===== config.mk =====
export PLATFORM = sky130hd
export DESIGN_NAME = self_sync_scrambler_descrambler_flat
export DESIGN_NICKNAME = d
export VERILOG_FILES = /design/src/design/sssd_pkg.sv /design/src/design/sssd_if.sv /design/src/design/sssd_csr.sv /design/src/design/sssd_tap_scan.sv /design/src/design/sssd_engine.sv /design/src/design/self_sync_scrambler_descrambler.sv /design/src/flat_wrapper.sv
export SDC_FILE = /design/constraint.sdc
export NUM_CORES = 1
export LEC_CHECK = 0
export BUFFER_PORTS_ARGS = -buffer_cell sky130_fd_sc_hd__buf_4
export CORE_MARGIN = 4
export CORE_UTILIZATION = 56
export CTS_CLUSTER_SIZE = 30
export DETAILED_ROUTE_END_ITERATION = 16
export PLACE_DENSITY = 0.79
export SLEW_MARGIN = 20
export SYNTH_ARGS = -nofsm -noshare
export SYNTH_HDL_FRONTEND = slang
export SYNTH_HIERARCHICAL = 1
export SYNTH_SLANG_ARGS = --single-unit

===== constraint.sdc =====
create_clock -name clock -period 3.72 [get_ports clock]
set_clock_uncertainty 0.05 [all_clocks]
set_input_delay 0.372 -clock clock [delete_from_list [all_inputs] [get_ports clock]]
set_output_delay 0.372 -clock clock [all_outputs]
set_load 0.02 [all_outputs]

===== src/design/sssd_pkg.sv =====
// ----------------------------------------------------------------------
// sssd_pkg
// shared types, codes and helpers of the self-synchronizing scrambler
// ----------------------------------------------------------------------
package sssd_pkg;

   // default order limit of the polynomial scan
   localparam int MAX_ORDER_DEF = 31;
   // default shift register width, min(MAX_ORDER_DEF, 32)
   localparam int REG_W_DEF     = (MAX_ORDER_DEF < 32) ? MAX_ORDER_DEF : 32;

   localparam int BYTE_BITS     = 8;
   localparam int POLY_W        = 32;
   localparam int TAP_W         = 5;
   localparam int DC_W          = 6;
   localparam int CSR_ADDR_W    = 4;
   localparam int CSR_DATA_W    = 32;

   // operation codes
   localparam logic [1:0] OP_SCRAMBLE   = 2'd0;
   localparam logic [1:0] OP_DESCRAMBLE = 2'd1;
   localparam logic [1:0] OP_FLUSH      = 2'd2;

   // register indexes
   typedef enum logic [1:0] {
      REG_POLYNOMIAL = 2'd0,
      REG_INVERT     = 2'd1,
      REG_WORD_WIDTH = 2'd2
   } reg_index_type;

   typedef struct packed {
      logic [POLY_W-1:0] polynomial;
      logic              invert;
      logic [3:0]        word_width;
   } cfg_type;

   typedef struct packed {
      logic             busy;
      logic [TAP_W-1:0] top;
      logic [TAP_W-1:0] second;
      logic [TAP_W-1:0] delay;
   } taps_type;

   // ones in the low n bits of a byte, n up to 8
   function automatic logic [7:0] low_mask(input logic [3:0] n);
      logic [8:0] m;
      m = (9'd1 << n) - 9'd1;
      return m[7:0];
   endfunction

endpackage


===== src/design/sssd_if.sv =====
// ----------------------------------------------------------------------
// sssd_if
// valid/ready channels for request and response transactions
// ----------------------------------------------------------------------
interface sssd_req_if;
   logic       valid;
   logic       ready;
   logic [1:0] operation;
   logic [7:0] data;
   logic [3:0] bit_count;
   logic       new_call;
   logic       prime;

   modport source (output valid, operation, data, bit_count, new_call, prime, input ready);
   modport sink   (input valid, operation, data, bit_count, new_call, prime, output ready);
endinterface

interface sssd_rsp_if;
   logic       valid;
   logic       ready;
   logic [7:0] out_word;
   logic [3:0] valid_bits;
   logic       last_of_run;

   modport source (output valid, out_word, valid_bits, last_of_run, input ready);
   modport sink   (input valid, out_word, valid_bits, last_of_run, output ready);
endinterface


===== src/design/sssd_csr.sv =====
// ----------------------------------------------------------------------
// sssd_csr
// apb register file: polynomial, invert, word width
// ----------------------------------------------------------------------
module sssd_csr (
   input  logic                             clock,
   input  logic                             reset,
   input  logic                             csr_psel,
   input  logic                             csr_penable,
   input  logic                             csr_pwrite,
   input  logic [sssd_pkg::CSR_ADDR_W-1:0]  csr_paddr,
   input  logic [sssd_pkg::CSR_DATA_W-1:0]  csr_pwdata,
   output logic [sssd_pkg::CSR_DATA_W-1:0]  csr_prdata,
   output logic                             csr_pready,
   output sssd_pkg::cfg_type                cfg,
   output logic                             poly_written
);
   import sssd_pkg::*;

   logic [POLY_W-1:0] poly_ff, poly_in;
   logic              invert_ff, invert_in;
   logic [3:0]        width_ff, width_in;
   logic              wr;
   reg_index_type     index;

   assign csr_pready = 1'b1;
   assign wr         = csr_psel & csr_penable & csr_pwrite;
   assign index      = reg_index_type'(csr_paddr[3:2]);

   always_comb begin
      poly_in      = poly_ff;
      invert_in    = invert_ff;
      width_in     = width_ff;
      poly_written = 1'b0;
      csr_prdata   = '0;
      unique case (index)
         REG_POLYNOMIAL: begin
            csr_prdata = CSR_DATA_W'(poly_ff);
            if (wr) begin
               poly_in      = csr_pwdata[POLY_W-1:0];
               poly_written = 1'b1;
            end
         end
         REG_INVERT: begin
            csr_prdata = CSR_DATA_W'(invert_ff);
            if (wr) begin
               invert_in = csr_pwdata[0];
            end
         end
         REG_WORD_WIDTH: begin
            csr_prdata = CSR_DATA_W'(width_ff);
            if (wr) begin
               width_in = csr_pwdata[3:0];
            end
         end
         default: begin
            csr_prdata = '0;
         end
      endcase
   end

   always_ff @(posedge clock) begin
      if (reset) begin
         poly_ff   <= POLY_W'(3);
         invert_ff <= 1'b0;
         width_ff  <= 4'd8;
      end else begin
         poly_ff   <= poly_in;
         invert_ff <= invert_in;
         width_ff  <= width_in;
      end
   end

   assign cfg.polynomial = poly_ff;
   assign cfg.invert     = invert_ff;
   assign cfg.word_width = width_ff;

endmodule


===== src/design/sssd_tap_scan.sv =====
// ----------------------------------------------------------------------
// sssd_tap_scan
// serial search of the polynomial for its input and output taps
// ----------------------------------------------------------------------
module sssd_tap_scan #(
   parameter int REG_W = sssd_pkg::REG_W_DEF
) (
   input  logic                          clock,
   input  logic                          reset,
   input  logic                          start,
   input  logic [sssd_pkg::POLY_W-1:0]   polynomial,
   output sssd_pkg::taps_type            taps
);
   import sssd_pkg::*;

   localparam int IDX_W = $clog2(REG_W);

   logic             busy_ff, busy_in;
   logic [REG_W-1:0] scan_ff, scan_in;
   logic [IDX_W-1:0] idx_ff, idx_in;
   logic [1:0]       hits_ff, hits_in;
   logic [TAP_W-1:0] top_ff, top_in;
   logic [TAP_W-1:0] second_ff, second_in;
   logic [TAP_W-1:0] delay_ff, delay_in;

   logic             hit, last;
   logic [TAP_W-1:0] idx_ext, top_n, sec_n, sec_final;
   logic [1:0]       hits_n;

   always_comb begin
      hit       = scan_ff[0];
      last      = (idx_ff == IDX_W'(REG_W - 1));
      idx_ext   = TAP_W'(idx_ff);
      top_n     = hit ? idx_ext : top_ff;
      sec_n     = (hit && hits_ff == 2'd1) ? idx_ext : second_ff;
      hits_n    = (hit && hits_ff != 2'd2) ? hits_ff + 2'd1 : hits_ff;
      // fewer than two taps: output tap falls on the input tap
      sec_final = (hits_n < 2'd2) ? top_n : sec_n;

      busy_in   = busy_ff;
      scan_in   = scan_ff;
      idx_in    = idx_ff;
      hits_in   = hits_ff;
      top_in    = top_ff;
      second_in = second_ff;
      delay_in  = delay_ff;

      if (start) begin
         busy_in   = 1'b1;
         scan_in   = polynomial[REG_W-1:0];
         idx_in    = '0;
         hits_in   = '0;
         top_in    = '0;
         second_in = '0;
      end else if (busy_ff) begin
         scan_in = scan_ff >> 1;
         idx_in  = idx_ff + 1'b1;
         hits_in = hits_n;
         top_in  = top_n;
         if (last) begin
            busy_in   = 1'b0;
            second_in = sec_final;
            delay_in  = top_n - sec_final;
         end else begin
            second_in = sec_n;
         end
      end
   end

   always_ff @(posedge clock) begin
      if (reset) begin
         busy_ff   <= 1'b0;
         top_ff    <= TAP_W'(1);
         second_ff <= TAP_W'(1);
         delay_ff  <= '0;
         hits_ff   <= '0;
         idx_ff    <= '0;
      end else begin
         busy_ff   <= busy_in;
         top_ff    <= top_in;
         second_ff <= second_in;
         delay_ff  <= delay_in;
         hits_ff   <= hits_in;
         idx_ff    <= idx_in;
      end
      scan_ff <= scan_in;
   end

   assign taps.busy   = busy_ff;
   assign taps.top    = top_ff;
   assign taps.second = second_ff;
   assign taps.delay  = delay_ff;

endmodule


===== src/design/sssd_engine.sv =====
// ----------------------------------------------------------------------
// sssd_engine
// bit-serial shift register, word packing and response register
// ----------------------------------------------------------------------
module sssd_engine #(
   parameter int REG_W = sssd_pkg::REG_W_DEF
) (
   input  logic                clock,
   input  logic                reset,
   input  sssd_pkg::cfg_type   cfg,
   input  sssd_pkg::taps_type  taps,
   sssd_req_if.sink            req,
   sssd_rsp_if.source          rsp
);
   import sssd_pkg::*;

   typedef enum logic [5:0] {
      ST_IDLE       = 6'b000001,
      ST_SCRAMBLE   = 6'b000010,
      ST_DESCRAMBLE = 6'b000100,
      ST_FLUSH      = 6'b001000,
      ST_TAIL       = 6'b010000,
      ST_FINISH     = 6'b100000
   } state_type;

   state_type        state_ff, state_in;
   logic [REG_W-1:0] sr_ff, sr_in;
   logic [REG_W-1:0] sr_save_ff, sr_save_in;
   logic [DC_W-1:0]  dc_ff, dc_in;
   logic [DC_W-1:0]  dc_save_ff, dc_save_in;
   logic [7:0]       pw_ff, pw_in;
   logic [3:0]       pb_ff, pb_in;
   logic [7:0]       data_sh_ff, data_sh_in;
   logic [TAP_W-1:0] bits_left_ff, bits_left_in;
   logic [3:0]       cnt_ff, cnt_in;
   logic [7:0]       pend_word_ff, pend_word_in;
   logic [3:0]       pend_bits_ff, pend_bits_in;
   logic             pend_valid_ff, pend_valid_in;
   logic             rsp_valid_ff, rsp_valid_in;
   logic [7:0]       out_word_ff, out_word_in;
   logic [3:0]       out_bits_ff, out_bits_in;
   logic             out_last_ff, out_last_in;

   logic [REG_W-1:0] poly_used, in_mask, out_mask, reg_mask;
   logic [REG_W-1:0] s_base, s_set, s_scr, s_desc, sr_next;
   logic [3:0]       ww_eff, scr_cnt, desc_cnt, pb_inc;
   logic [DC_W-1:0]  new_dc;
   logic             in_bit, dob, ob, emit_en, word_done, out_free, stall, accept;
   logic [7:0]       pw_cat, desc_word;
   logic             push, push_last;
   logic [7:0]       push_word;
   logic [3:0]       push_bits;

   assign req.ready = (state_ff == ST_IDLE) && !taps.busy;
   assign accept    = req.valid && req.ready;
   assign out_free  = !rsp_valid_ff || rsp.ready;

   // tap masks and per-bit datapath
   always_comb begin
      ww_eff    = (cfg.word_width == 4'd0) ? 4'd1 :
                  (cfg.word_width > 4'd8) ? 4'd8 : cfg.word_width;
      scr_cnt   = (req.bit_count < ww_eff) ? req.bit_count : ww_eff;
      desc_cnt  = (req.bit_count < 4'(BYTE_BITS)) ? req.bit_count : 4'(BYTE_BITS);
      new_dc    = req.prime ? '0 : DC_W'(taps.delay);

      poly_used = cfg.polynomial[REG_W-1:0];
      in_mask   = REG_W'(1) << taps.top;
      out_mask  = REG_W'(1) << taps.second;
      reg_mask  = in_mask | (in_mask - REG_W'(1));

      in_bit    = data_sh_ff[7] ^ (cfg.invert & (state_ff == ST_SCRAMBLE));
      s_base    = sr_ff & reg_mask;
      s_set     = in_bit ? (s_base | in_mask) : s_base;
      s_scr     = s_set[0] ? (s_set ^ poly_used) : s_set;
      s_desc    = in_bit ? (s_base ^ poly_used) : s_base;
      dob       = s_desc[0] ^ cfg.invert;
      sr_next   = (((state_ff == ST_DESCRAMBLE) ? s_desc : s_scr) >> 1) & reg_mask;
      desc_word = {data_sh_ff[6:0], dob} & low_mask(cnt_ff);

      emit_en   = (dc_ff >= DC_W'(taps.delay));
      ob        = |(s_scr & out_mask);
      pw_cat    = {pw_ff[6:0], ob};
      pb_inc    = pb_ff + 4'd1;
      word_done = emit_en && (pb_inc >= ww_eff);
      stall     = word_done && pend_valid_ff && !out_free;
   end

   // sequencer
   always_comb begin
      state_in      = state_ff;
      sr_in         = sr_ff;
      sr_save_in    = sr_save_ff;
      dc_in         = dc_ff;
      dc_save_in    = dc_save_ff;
      pw_in         = pw_ff;
      pb_in         = pb_ff;
      data_sh_in    = data_sh_ff;
      bits_left_in  = bits_left_ff;
      cnt_in        = cnt_ff;
      pend_word_in  = pend_word_ff;
      pend_bits_in  = pend_bits_ff;
      pend_valid_in = pend_valid_ff;
      push          = 1'b0;
      push_last     = 1'b0;
      push_word     = pend_word_ff;
      push_bits     = pend_bits_ff;

      unique case (state_ff) inside
         ST_IDLE: begin
            if (accept) begin
               unique case (req.operation)
                  OP_SCRAMBLE: begin
                     if (req.new_call) begin
                        dc_in = new_dc;
                        pw_in = '0;
                        pb_in = '0;
                     end
                     data_sh_in   = req.data << (4'd8 - ww_eff);
                     bits_left_in = TAP_W'(scr_cnt);
                     state_in     = (scr_cnt == 4'd0) ? ST_FINISH : ST_SCRAMBLE;
                  end
                  OP_DESCRAMBLE: begin
                     data_sh_in   = req.data;
                     bits_left_in = TAP_W'(desc_cnt);
                     cnt_in       = desc_cnt;
                     if (desc_cnt != 4'd0) begin
                        state_in = ST_DESCRAMBLE;
                     end
                  end
                  OP_FLUSH: begin
                     if (req.new_call) begin
                        dc_in = new_dc;
                        pw_in = '0;
                        pb_in = '0;
                     end
                     dc_save_in   = req.new_call ? new_dc : dc_ff;
                     sr_save_in   = sr_ff;
                     data_sh_in   = '0;
                     bits_left_in = taps.delay;
                     state_in     = (taps.delay == '0) ? ST_TAIL : ST_FLUSH;
                  end
                  default: begin
                     state_in = ST_IDLE;
                  end
               endcase
            end
         end
         ST_SCRAMBLE, ST_FLUSH: begin
            if (!stall) begin
               sr_in        = sr_next;
               data_sh_in   = {data_sh_ff[6:0], 1'b0};
               bits_left_in = bits_left_ff - 1'b1;
               if (emit_en) begin
                  if (word_done) begin
                     pw_in = '0;
                     pb_in = '0;
                     if (pend_valid_ff) begin
                        push = 1'b1;
                     end
                     pend_word_in  = pw_cat & low_mask(ww_eff);
                     pend_bits_in  = ww_eff;
                     pend_valid_in = 1'b1;
                  end else begin
                     pw_in = pw_cat;
                     pb_in = pb_inc;
                  end
               end else begin
                  dc_in = dc_ff + 1'b1;
               end
               if (bits_left_ff == TAP_W'(1)) begin
                  state_in = (state_ff == ST_FLUSH) ? ST_TAIL : ST_FINISH;
               end
            end
         end
         ST_DESCRAMBLE: begin
            sr_in        = sr_next;
            data_sh_in   = {data_sh_ff[6:0], dob};
            bits_left_in = bits_left_ff - 1'b1;
            if (bits_left_ff == TAP_W'(1)) begin
               pend_word_in  = desc_word;
               pend_bits_in  = cnt_ff;
               pend_valid_in = 1'b1;
               state_in      = ST_FINISH;
            end
         end
         ST_TAIL: begin
            if (!(pb_ff != 4'd0 && pend_valid_ff && !out_free)) begin
               if (pb_ff != 4'd0) begin
                  if (pend_valid_ff) begin
                     push = 1'b1;
                  end
                  pend_word_in  = pw_ff & low_mask(pb_ff);
                  pend_bits_in  = pb_ff;
                  pend_valid_in = 1'b1;
                  pw_in         = '0;
                  pb_in         = '0;
               end
               // the flush leaves the register and the delay counter untouched
               sr_in    = sr_save_ff;
               dc_in    = dc_save_ff;
               state_in = ST_FINISH;
            end
         end
         ST_FINISH: begin
            if (!pend_valid_ff) begin
               state_in = ST_IDLE;
            end else if (out_free) begin
               push          = 1'b1;
               push_last     = 1'b1;
               pend_valid_in = 1'b0;
               state_in      = ST_IDLE;
            end
         end
         default: begin
            state_in = ST_IDLE;
         end
      endcase

      rsp_valid_in = push ? 1'b1 : (rsp.ready ? 1'b0 : rsp_valid_ff);
      out_word_in  = push ? push_word : out_word_ff;
      out_bits_in  = push ? push_bits : out_bits_ff;
      out_last_in  = push ? push_last : out_last_ff;
   end

   always_ff @(posedge clock) begin
      if (reset) begin
         state_ff      <= ST_IDLE;
         sr_ff         <= '1;
         dc_ff         <= '0;
         pw_ff         <= '0;
         pb_ff         <= '0;
         pend_valid_ff <= 1'b0;
         rsp_valid_ff  <= 1'b0;
      end else begin
         state_ff      <= state_in;
         sr_ff         <= sr_in;
         dc_ff         <= dc_in;
         pw_ff         <= pw_in;
         pb_ff         <= pb_in;
         pend_valid_ff <= pend_valid_in;
         rsp_valid_ff  <= rsp_valid_in;
      end
      sr_save_ff   <= sr_save_in;
      dc_save_ff   <= dc_save_in;
      data_sh_ff   <= data_sh_in;
      bits_left_ff <= bits_left_in;
      cnt_ff       <= cnt_in;
      pend_word_ff <= pend_word_in;
      pend_bits_ff <= pend_bits_in;
      out_word_ff  <= out_word_in;
      out_bits_ff  <= out_bits_in;
      out_last_ff  <= out_last_in;
   end

   assign rsp.valid       = rsp_valid_ff;
   assign rsp.out_word    = out_word_ff;
   assign rsp.valid_bits  = out_bits_ff;
   assign rsp.last_of_run = out_last_ff;

endmodule


===== src/design/self_sync_scrambler_descrambler.sv =====
// ----------------------------------------------------------------------
// self_sync_scrambler_descrambler
// bit-serial multiplicative self-synchronizing scrambler and descrambler
// ----------------------------------------------------------------------
// The block runs one bit per clock when not stalled, through a feedback
// shift register whose taps come from the polynomial register: the input
// tap is its highest set bit below MAX_ORDER (capped at 32), the output
// tap its second-lowest set bit, and their distance is the output delay.
// A scramble transaction takes min(bit_count, word_width) bits MSB first
// and returns one response per completed output word; a descramble
// transaction takes min(bit_count, 8) bits from bit 7 down and returns
// one response when bit_count is nonzero; a flush pushes delay zero bits
// through, returns the remaining partial word, then puts the register and
// the delay counter back. The final response of each request carries
// last_of_run. A request is taken in the idle state, then its bits pass
// through the shift register loop, then a closing state hands over any
// pending response (a flush passes a tail state first); a back-pressured
// response port stalls the loop once a second word is waiting. The
// response register lets the next request in while the last response
// still waits. Writing the polynomial starts a tap search, one polynomial
// bit per cycle, during which no request is taken.
// ----------------------------------------------------------------------
module self_sync_scrambler_descrambler #(
   parameter int MAX_ORDER = sssd_pkg::MAX_ORDER_DEF
) (
   input  logic                             clock,
   input  logic                             reset,
   // request and response channels
   sssd_req_if.sink                         req,
   sssd_rsp_if.source                       rsp,
   // register port
   input  logic                             csr_psel,
   input  logic                             csr_penable,
   input  logic                             csr_pwrite,
   input  logic [sssd_pkg::CSR_ADDR_W-1:0]  csr_paddr,
   input  logic [sssd_pkg::CSR_DATA_W-1:0]  csr_pwdata,
   output logic [sssd_pkg::CSR_DATA_W-1:0]  csr_prdata,
   output logic                             csr_pready
);
   import sssd_pkg::*;

   // shift register width: bits 0 up to the highest possible input tap
   localparam int REG_W = (MAX_ORDER < 32) ? MAX_ORDER : 32;

   cfg_type  cfg;
   taps_type taps;
   logic     poly_written;

   // configuration registers
   sssd_csr u_csr (
      .clock        (clock),
      .reset        (reset),
      .csr_psel     (csr_psel),
      .csr_penable  (csr_penable),
      .csr_pwrite   (csr_pwrite),
      .csr_paddr    (csr_paddr),
      .csr_pwdata   (csr_pwdata),
      .csr_prdata   (csr_prdata),
      .csr_pready   (csr_pready),
      .cfg          (cfg),
      .poly_written (poly_written)
   );

   // tap search after each polynomial write
   // the search loads the value on the write bus, the register is not yet updated
   sssd_tap_scan #(
      .REG_W (REG_W)
   ) u_tap_scan (
      .clock      (clock),
      .reset      (reset),
      .start      (poly_written),
      .polynomial (csr_pwdata),
      .taps       (taps)
   );

   // serial datapath and response register
   sssd_engine #(
      .REG_W (REG_W)
   ) u_engine (
      .clock (clock),
      .reset (reset),
      .cfg   (cfg),
      .taps  (taps),
      .req   (req),
      .rsp   (rsp)
   );

endmodule


===== src/flat_wrapper.sv =====
// flat-port wrapper written by rule: the top's interface ports become plain ports
module self_sync_scrambler_descrambler_flat import sssd_pkg::*;
#(
   parameter int MAX_ORDER = sssd_pkg::MAX_ORDER_DEF
)
  (clock, reset, csr_psel, csr_penable, csr_pwrite, csr_paddr, csr_pwdata, csr_prdata, csr_pready, req_valid, req_operation, req_data, req_bit_count, req_new_call, req_prime, req_ready, rsp_valid, rsp_out_word, rsp_valid_bits, rsp_last_of_run, rsp_ready);
  sssd_req_if req_i ();
  sssd_rsp_if rsp_i ();
  input  logic clock;
  input  logic reset;
  input  logic csr_psel;
  input  logic csr_penable;
  input  logic csr_pwrite;
  input  logic [sssd_pkg::CSR_ADDR_W-1:0] csr_paddr;
  input  logic [sssd_pkg::CSR_DATA_W-1:0] csr_pwdata;
  output logic [sssd_pkg::CSR_DATA_W-1:0] csr_prdata;
  output logic csr_pready;
  input wire logic [$bits(req_i.valid)-1:0] req_valid;
  input wire logic [$bits(req_i.operation)-1:0] req_operation;
  input wire logic [$bits(req_i.data)-1:0] req_data;
  input wire logic [$bits(req_i.bit_count)-1:0] req_bit_count;
  input wire logic [$bits(req_i.new_call)-1:0] req_new_call;
  input wire logic [$bits(req_i.prime)-1:0] req_prime;
  output wire logic [$bits(req_i.ready)-1:0] req_ready;
  output wire logic [$bits(rsp_i.valid)-1:0] rsp_valid;
  output wire logic [$bits(rsp_i.out_word)-1:0] rsp_out_word;
  output wire logic [$bits(rsp_i.valid_bits)-1:0] rsp_valid_bits;
  output wire logic [$bits(rsp_i.last_of_run)-1:0] rsp_last_of_run;
  input wire logic [$bits(rsp_i.ready)-1:0] rsp_ready;
  assign req_i.valid = req_valid;
  assign req_i.operation = req_operation;
  assign req_i.data = req_data;
  assign req_i.bit_count = req_bit_count;
  assign req_i.new_call = req_new_call;
  assign req_i.prime = req_prime;
  assign req_ready = req_i.ready;
  assign rsp_valid = rsp_i.valid;
  assign rsp_out_word = rsp_i.out_word;
  assign rsp_valid_bits = rsp_i.valid_bits;
  assign rsp_last_of_run = rsp_i.last_of_run;
  assign rsp_i.ready = rsp_ready;
  self_sync_scrambler_descrambler #(.MAX_ORDER(MAX_ORDER)) u_core (.clock(clock), .reset(reset), .req(req_i), .rsp(rsp_i), .csr_psel(csr_psel), .csr_penable(csr_penable), .csr_pwrite(csr_pwrite), .csr_paddr(csr_paddr), .csr_pwdata(csr_pwdata), .csr_prdata(csr_prdata), .csr_pready(csr_pready));
endmodule

==> results.sh <==
export IMPL_status="finished, final reports clean"
export IMPL_clk_latency_ns=0.53
export IMPL_design_core_area_sq_um=25330
export IMPL_internal_power_mw=4.794
export IMPL_dpl_instance_area_sq_um=16070
export IMPL_post_place_ws_ns=0.08996
export IMPL_hold_depth=1
export IMPL_drt_initial_drc_count=1423
export IMPL_power_leakage_nw=6.290
export IMPL_crit_required_ns=3.93
export IMPL_cts_root_buf="clkbuf_16"
export IMPL_hold_class="in2reg"
export IMPL_stdcell_area_sq_um=16940
export IMPL_drive_gt1_share_pct=18.50
export IMPL_crit_type="reg2reg"
export IMPL_synth_most_common_cell="nand2_1"
export IMPL_path_clk_slew_ns=0.07
export IMPL_areaGrowthSynthToFinish_pct=16.57
export IMPL_fmax_mhz=276.7
export IMPL_async_reset_ff_share_pct=0
export IMPL_fillers=2060
export IMPL_period_needed_ns=3.614
export IMPL_worst_endpoint_arrival_ns=3.83
export IMPL_final_setup_worst_slack_ns=0.1057
export IMPL_drv_cap=0
export IMPL_dp_cells=2073
export IMPL_drt_wl_total_microns=46660
export IMPL_finish_utilization_pct=66.90
export IMPL_regToRegSetupSlack_ns=0.11
export IMPL_ir_drop_mv=0.4056
export IMPL_hold_path_end="u_core/u_engine/cnt_ff[3]"
export IMPL_cts_setup_buffers=0
export IMPL_stdcell_count=2119
export IMPL_min_delay_start="req_bit_count[3]"
export IMPL_switching_share_pct=29.06
export IMPL_end_kind="flip-flop"
export IMPL_p_comb_share_pct=18.7
export IMPL_grt_pass1_wl_microns=71440
export IMPL_fin_setup_tns_ns=0
export IMPL_synth_edf_count=110
export IMPL_initial_core_util_pct=57.39
export IMPL_synth_seq_area_share_pct=38.84
export IMPL_synth_cells=1646
export IMPL_ant_nets=0
export IMPL_overflow=0
export IMPL_synth_top_area_cell="edfxtp_1"
export IMPL_worst_pin_slew_ns=0.9816
export IMPL_p_sw_mw=1.963
export IMPL_synthTopCellsByArea="edfxtp_1 (23%), dfxtp_1 (16%), mux2i_1 (4.9%)"
export IMPL_synth_cell_area_sq_um=14530
export IMPL_drv_slew=0
export IMPL_r2r_cells=13
export IMPL_viasPerCell=6.406
export IMPL_fp_row_count=58
export IMPL_routedWlPerCell_microns=22.02
export IMPL_rsz0062_at_grt="no"
export IMPL_die_w_microns=169.1
export IMPL_seq_power_share_pct=43.4
export IMPL_setup_violations=0
export IMPL_synth_common_cells="nand2_1 (151), dfxtp_1 (117), nor2_1 (115)"
export IMPL_yosysUniqueCellTypes=89
export IMPL_port_buffers=103
export IMPL_yosysWarnings=6
export IMPL_fp_dieArea_sq_um=28590
export IMPL_grt_pass1_vias=12536
export IMPL_finalPower_mw=6.757
export IMPL_dr_pass1_iters=6
export IMPL_finalNetCount=1872
export IMPL_syn_num_nets=1748
export IMPL_grt_max_degree=92
export IMPL_avgSynthCellArea_sq_um=8.830
export IMPL_crit_fanout=4
export IMPL_cts_max_level=1
export IMPL_timing_slew_headroom_pct=34.15
export IMPL_clockPowerShare_pct=37.9
export IMPL_synth_top_cell_area_share_pct=22.73
export IMPL_hpwl_microns=34220
export IMPL_synth_main_ff_cell="dfxtp_1"
export IMPL_pin_count=107
export IMPL_cts_inserted_buffers=25
export IMPL_hold_viol_final=0
export IMPL_fin_hold_ws_ns=0.04408
export IMPL_via_count=13574
export IMPL_drc=0
export IMPL_track_usage_pct=31.20
export IMPL_pwr_density_cell_nw_per_um2=398.8
export IMPL_ys_ff_latch=227
export IMPL_r2r_end="u_core/u_engine/pend_word_ff[0]"
export IMPL_cp_start_kind="flip-flop"
export IMPL_cts_tree="yes"
export IMPL_clockBufferDepth=3
export IMPL_die_y_microns=169.1
export IMPL_cts_sinks=227
export IMPL_r2r_start="u_core/u_engine/state_ff[2]"
export IMPL_n_antenna_cell=0
export IMPL_period_share_pct=97.16
export IMPL_gp_congestion=0.9837
export IMPL_antenna_found_initial=0
metal layers:
| layer | track usage [%] | up-vias | part of all wire [%] |
|---|---|---|---|
| li1 | - | 6273 | - |
| met2 | 46.96 | 734 | 43 |
| met4 | 8.995 | 0 | 3.1 |
| met1 | 45.97 | 6456 | 44 |
| met3 | 6.072 | 111 | 9.8 |
| met5 | 0 | - | 0 |
area by class of cell:
cell class                      count  area [sq um]  share of cell area [%]
Inverter                           40         150.1                  0.8862
Sequential cell                   227          5645                   33.32
Timing Repair Buffer              215          1664                   9.822
Multi-Input combinational cell   1261          8208                   48.45
Clock buffer                       27         653.1                   3.855
Tap cell                          330         412.9                   2.437
Clock inverter                     19         209.0                   1.233
layout by cell type, fill, tap and decap left out, drive strengths merged, types with 11 or more instances in the layout:
cell type and count:
clkbuf 27, nor3 31, ha 42, clkinv 13, a21o 11, inv 41
mux2 34, a211oi 32, dfxtp 117, nor2 117, o31ai 11, nand2b 90
o21ai 111, nand2 151, or3 11, nand3 62, nor2b 25, and2 38
buf 215, a21oi 112, o211ai 47, xnor2 31, and3 14, xor2 16
a31oi 23, edfxtp 110, mux2i 71, nand3b 18, a22oi 11, o22ai 11
timing repair:
item / CTS / global route
setup endpoints to repair: 0 / 3
hold buffers: 0 / 0
resized for setup: 0 / 4
how the worst max path moves through the flow:
stage                                 from                              end  slack (ns)  depth (start not counted)
2_1_floorplan     u_core/u_csr/width_ff[3]  u_core/u_engine/pend_bits_ff[0]        0.12                         15
3_3_place_gp   u_core/u_engine/state_ff[2]  u_core/u_engine/pend_word_ff[0]        0.11                         14
3_5_place_dp   u_core/u_engine/state_ff[2]  u_core/u_engine/pend_word_ff[0]        0.09                         14
4_1_cts        u_core/u_engine/state_ff[2]  u_core/u_engine/pend_word_ff[0]        0.07                         14
5_1_grt        u_core/u_engine/state_ff[2]  u_core/u_engine/pend_word_ff[0]        0.03                         13
6_report       u_core/u_engine/state_ff[2]  u_core/u_engine/pend_word_ff[0]        0.11                         13
registers in the layout, indices dropped and copies added (netlist names), 5 cells and up:
signal                        flops
u_core/u_csr/poly_ff             32
u_core/u_engine/bits_left_ff      5
u_core/u_engine/data_sh_ff        8
u_core/u_engine/dc_ff             6
u_core/u_engine/dc_save_ff        6
u_core/u_engine/pend_word_ff      8
u_core/u_engine/pw_ff             8
u_core/u_engine/rsp.out_word      8
u_core/u_engine/sr_ff            31
u_core/u_engine/sr_save_ff       31
u_core/u_engine/state_ff          6
u_core/u_tap_scan/delay_ff        5
u_core/u_tap_scan/idx_ext         5
u_core/u_tap_scan/scan_ff        31
u_core/u_tap_scan/second_ff       5
u_core/u_tap_scan/top_ff          5
worst max-delay path, stage by stage (launching register included):
cell and delay, ns:
dfxtp_1 0.30, or4_1 0.61, buf_4 0.21, nor3_4 0.28, buf_4 0.17, nor2_1 0.07, o31ai_1 0.36, xor2_1 0.25
o21ai_0 0.13, a31oi_1 0.16, o41ai_1 0.11, a211oi_2 0.33, buf_4 0.19, o221ai_1 0.12
cells by family after synthesis:
logic type | count (synthesis) | synth area share, %
multiplexers | 105 | 7.524
other | 1 | 0.02580
XOR/XNOR | 47 | 2.832
flip-flops | 227 | 38.84
AO/OA/AOI/OAI | 455 | 20.49
buffers and inverters | 158 | 4.838
AND/OR/NAND/NOR | 610 | 21.69
adder cells (fa/ha/maj) | 43 | 3.753
power by group through the flow:
stage / logic, mW / registers [mW] / clock network [mW]
finish: 1.26 / 2.93 / 2.56
global route: 1.36 / 2.94 / 2.71
CTS: 1.23 / 2.92 / 2.59
detailed placement: 1.23 / 2.98 / 0
global placement: 1.20 / 2.97 / 0
floorplan: 0.815 / 2.92 / 0
Note: power is estimated with default switching activity, not from simulation.
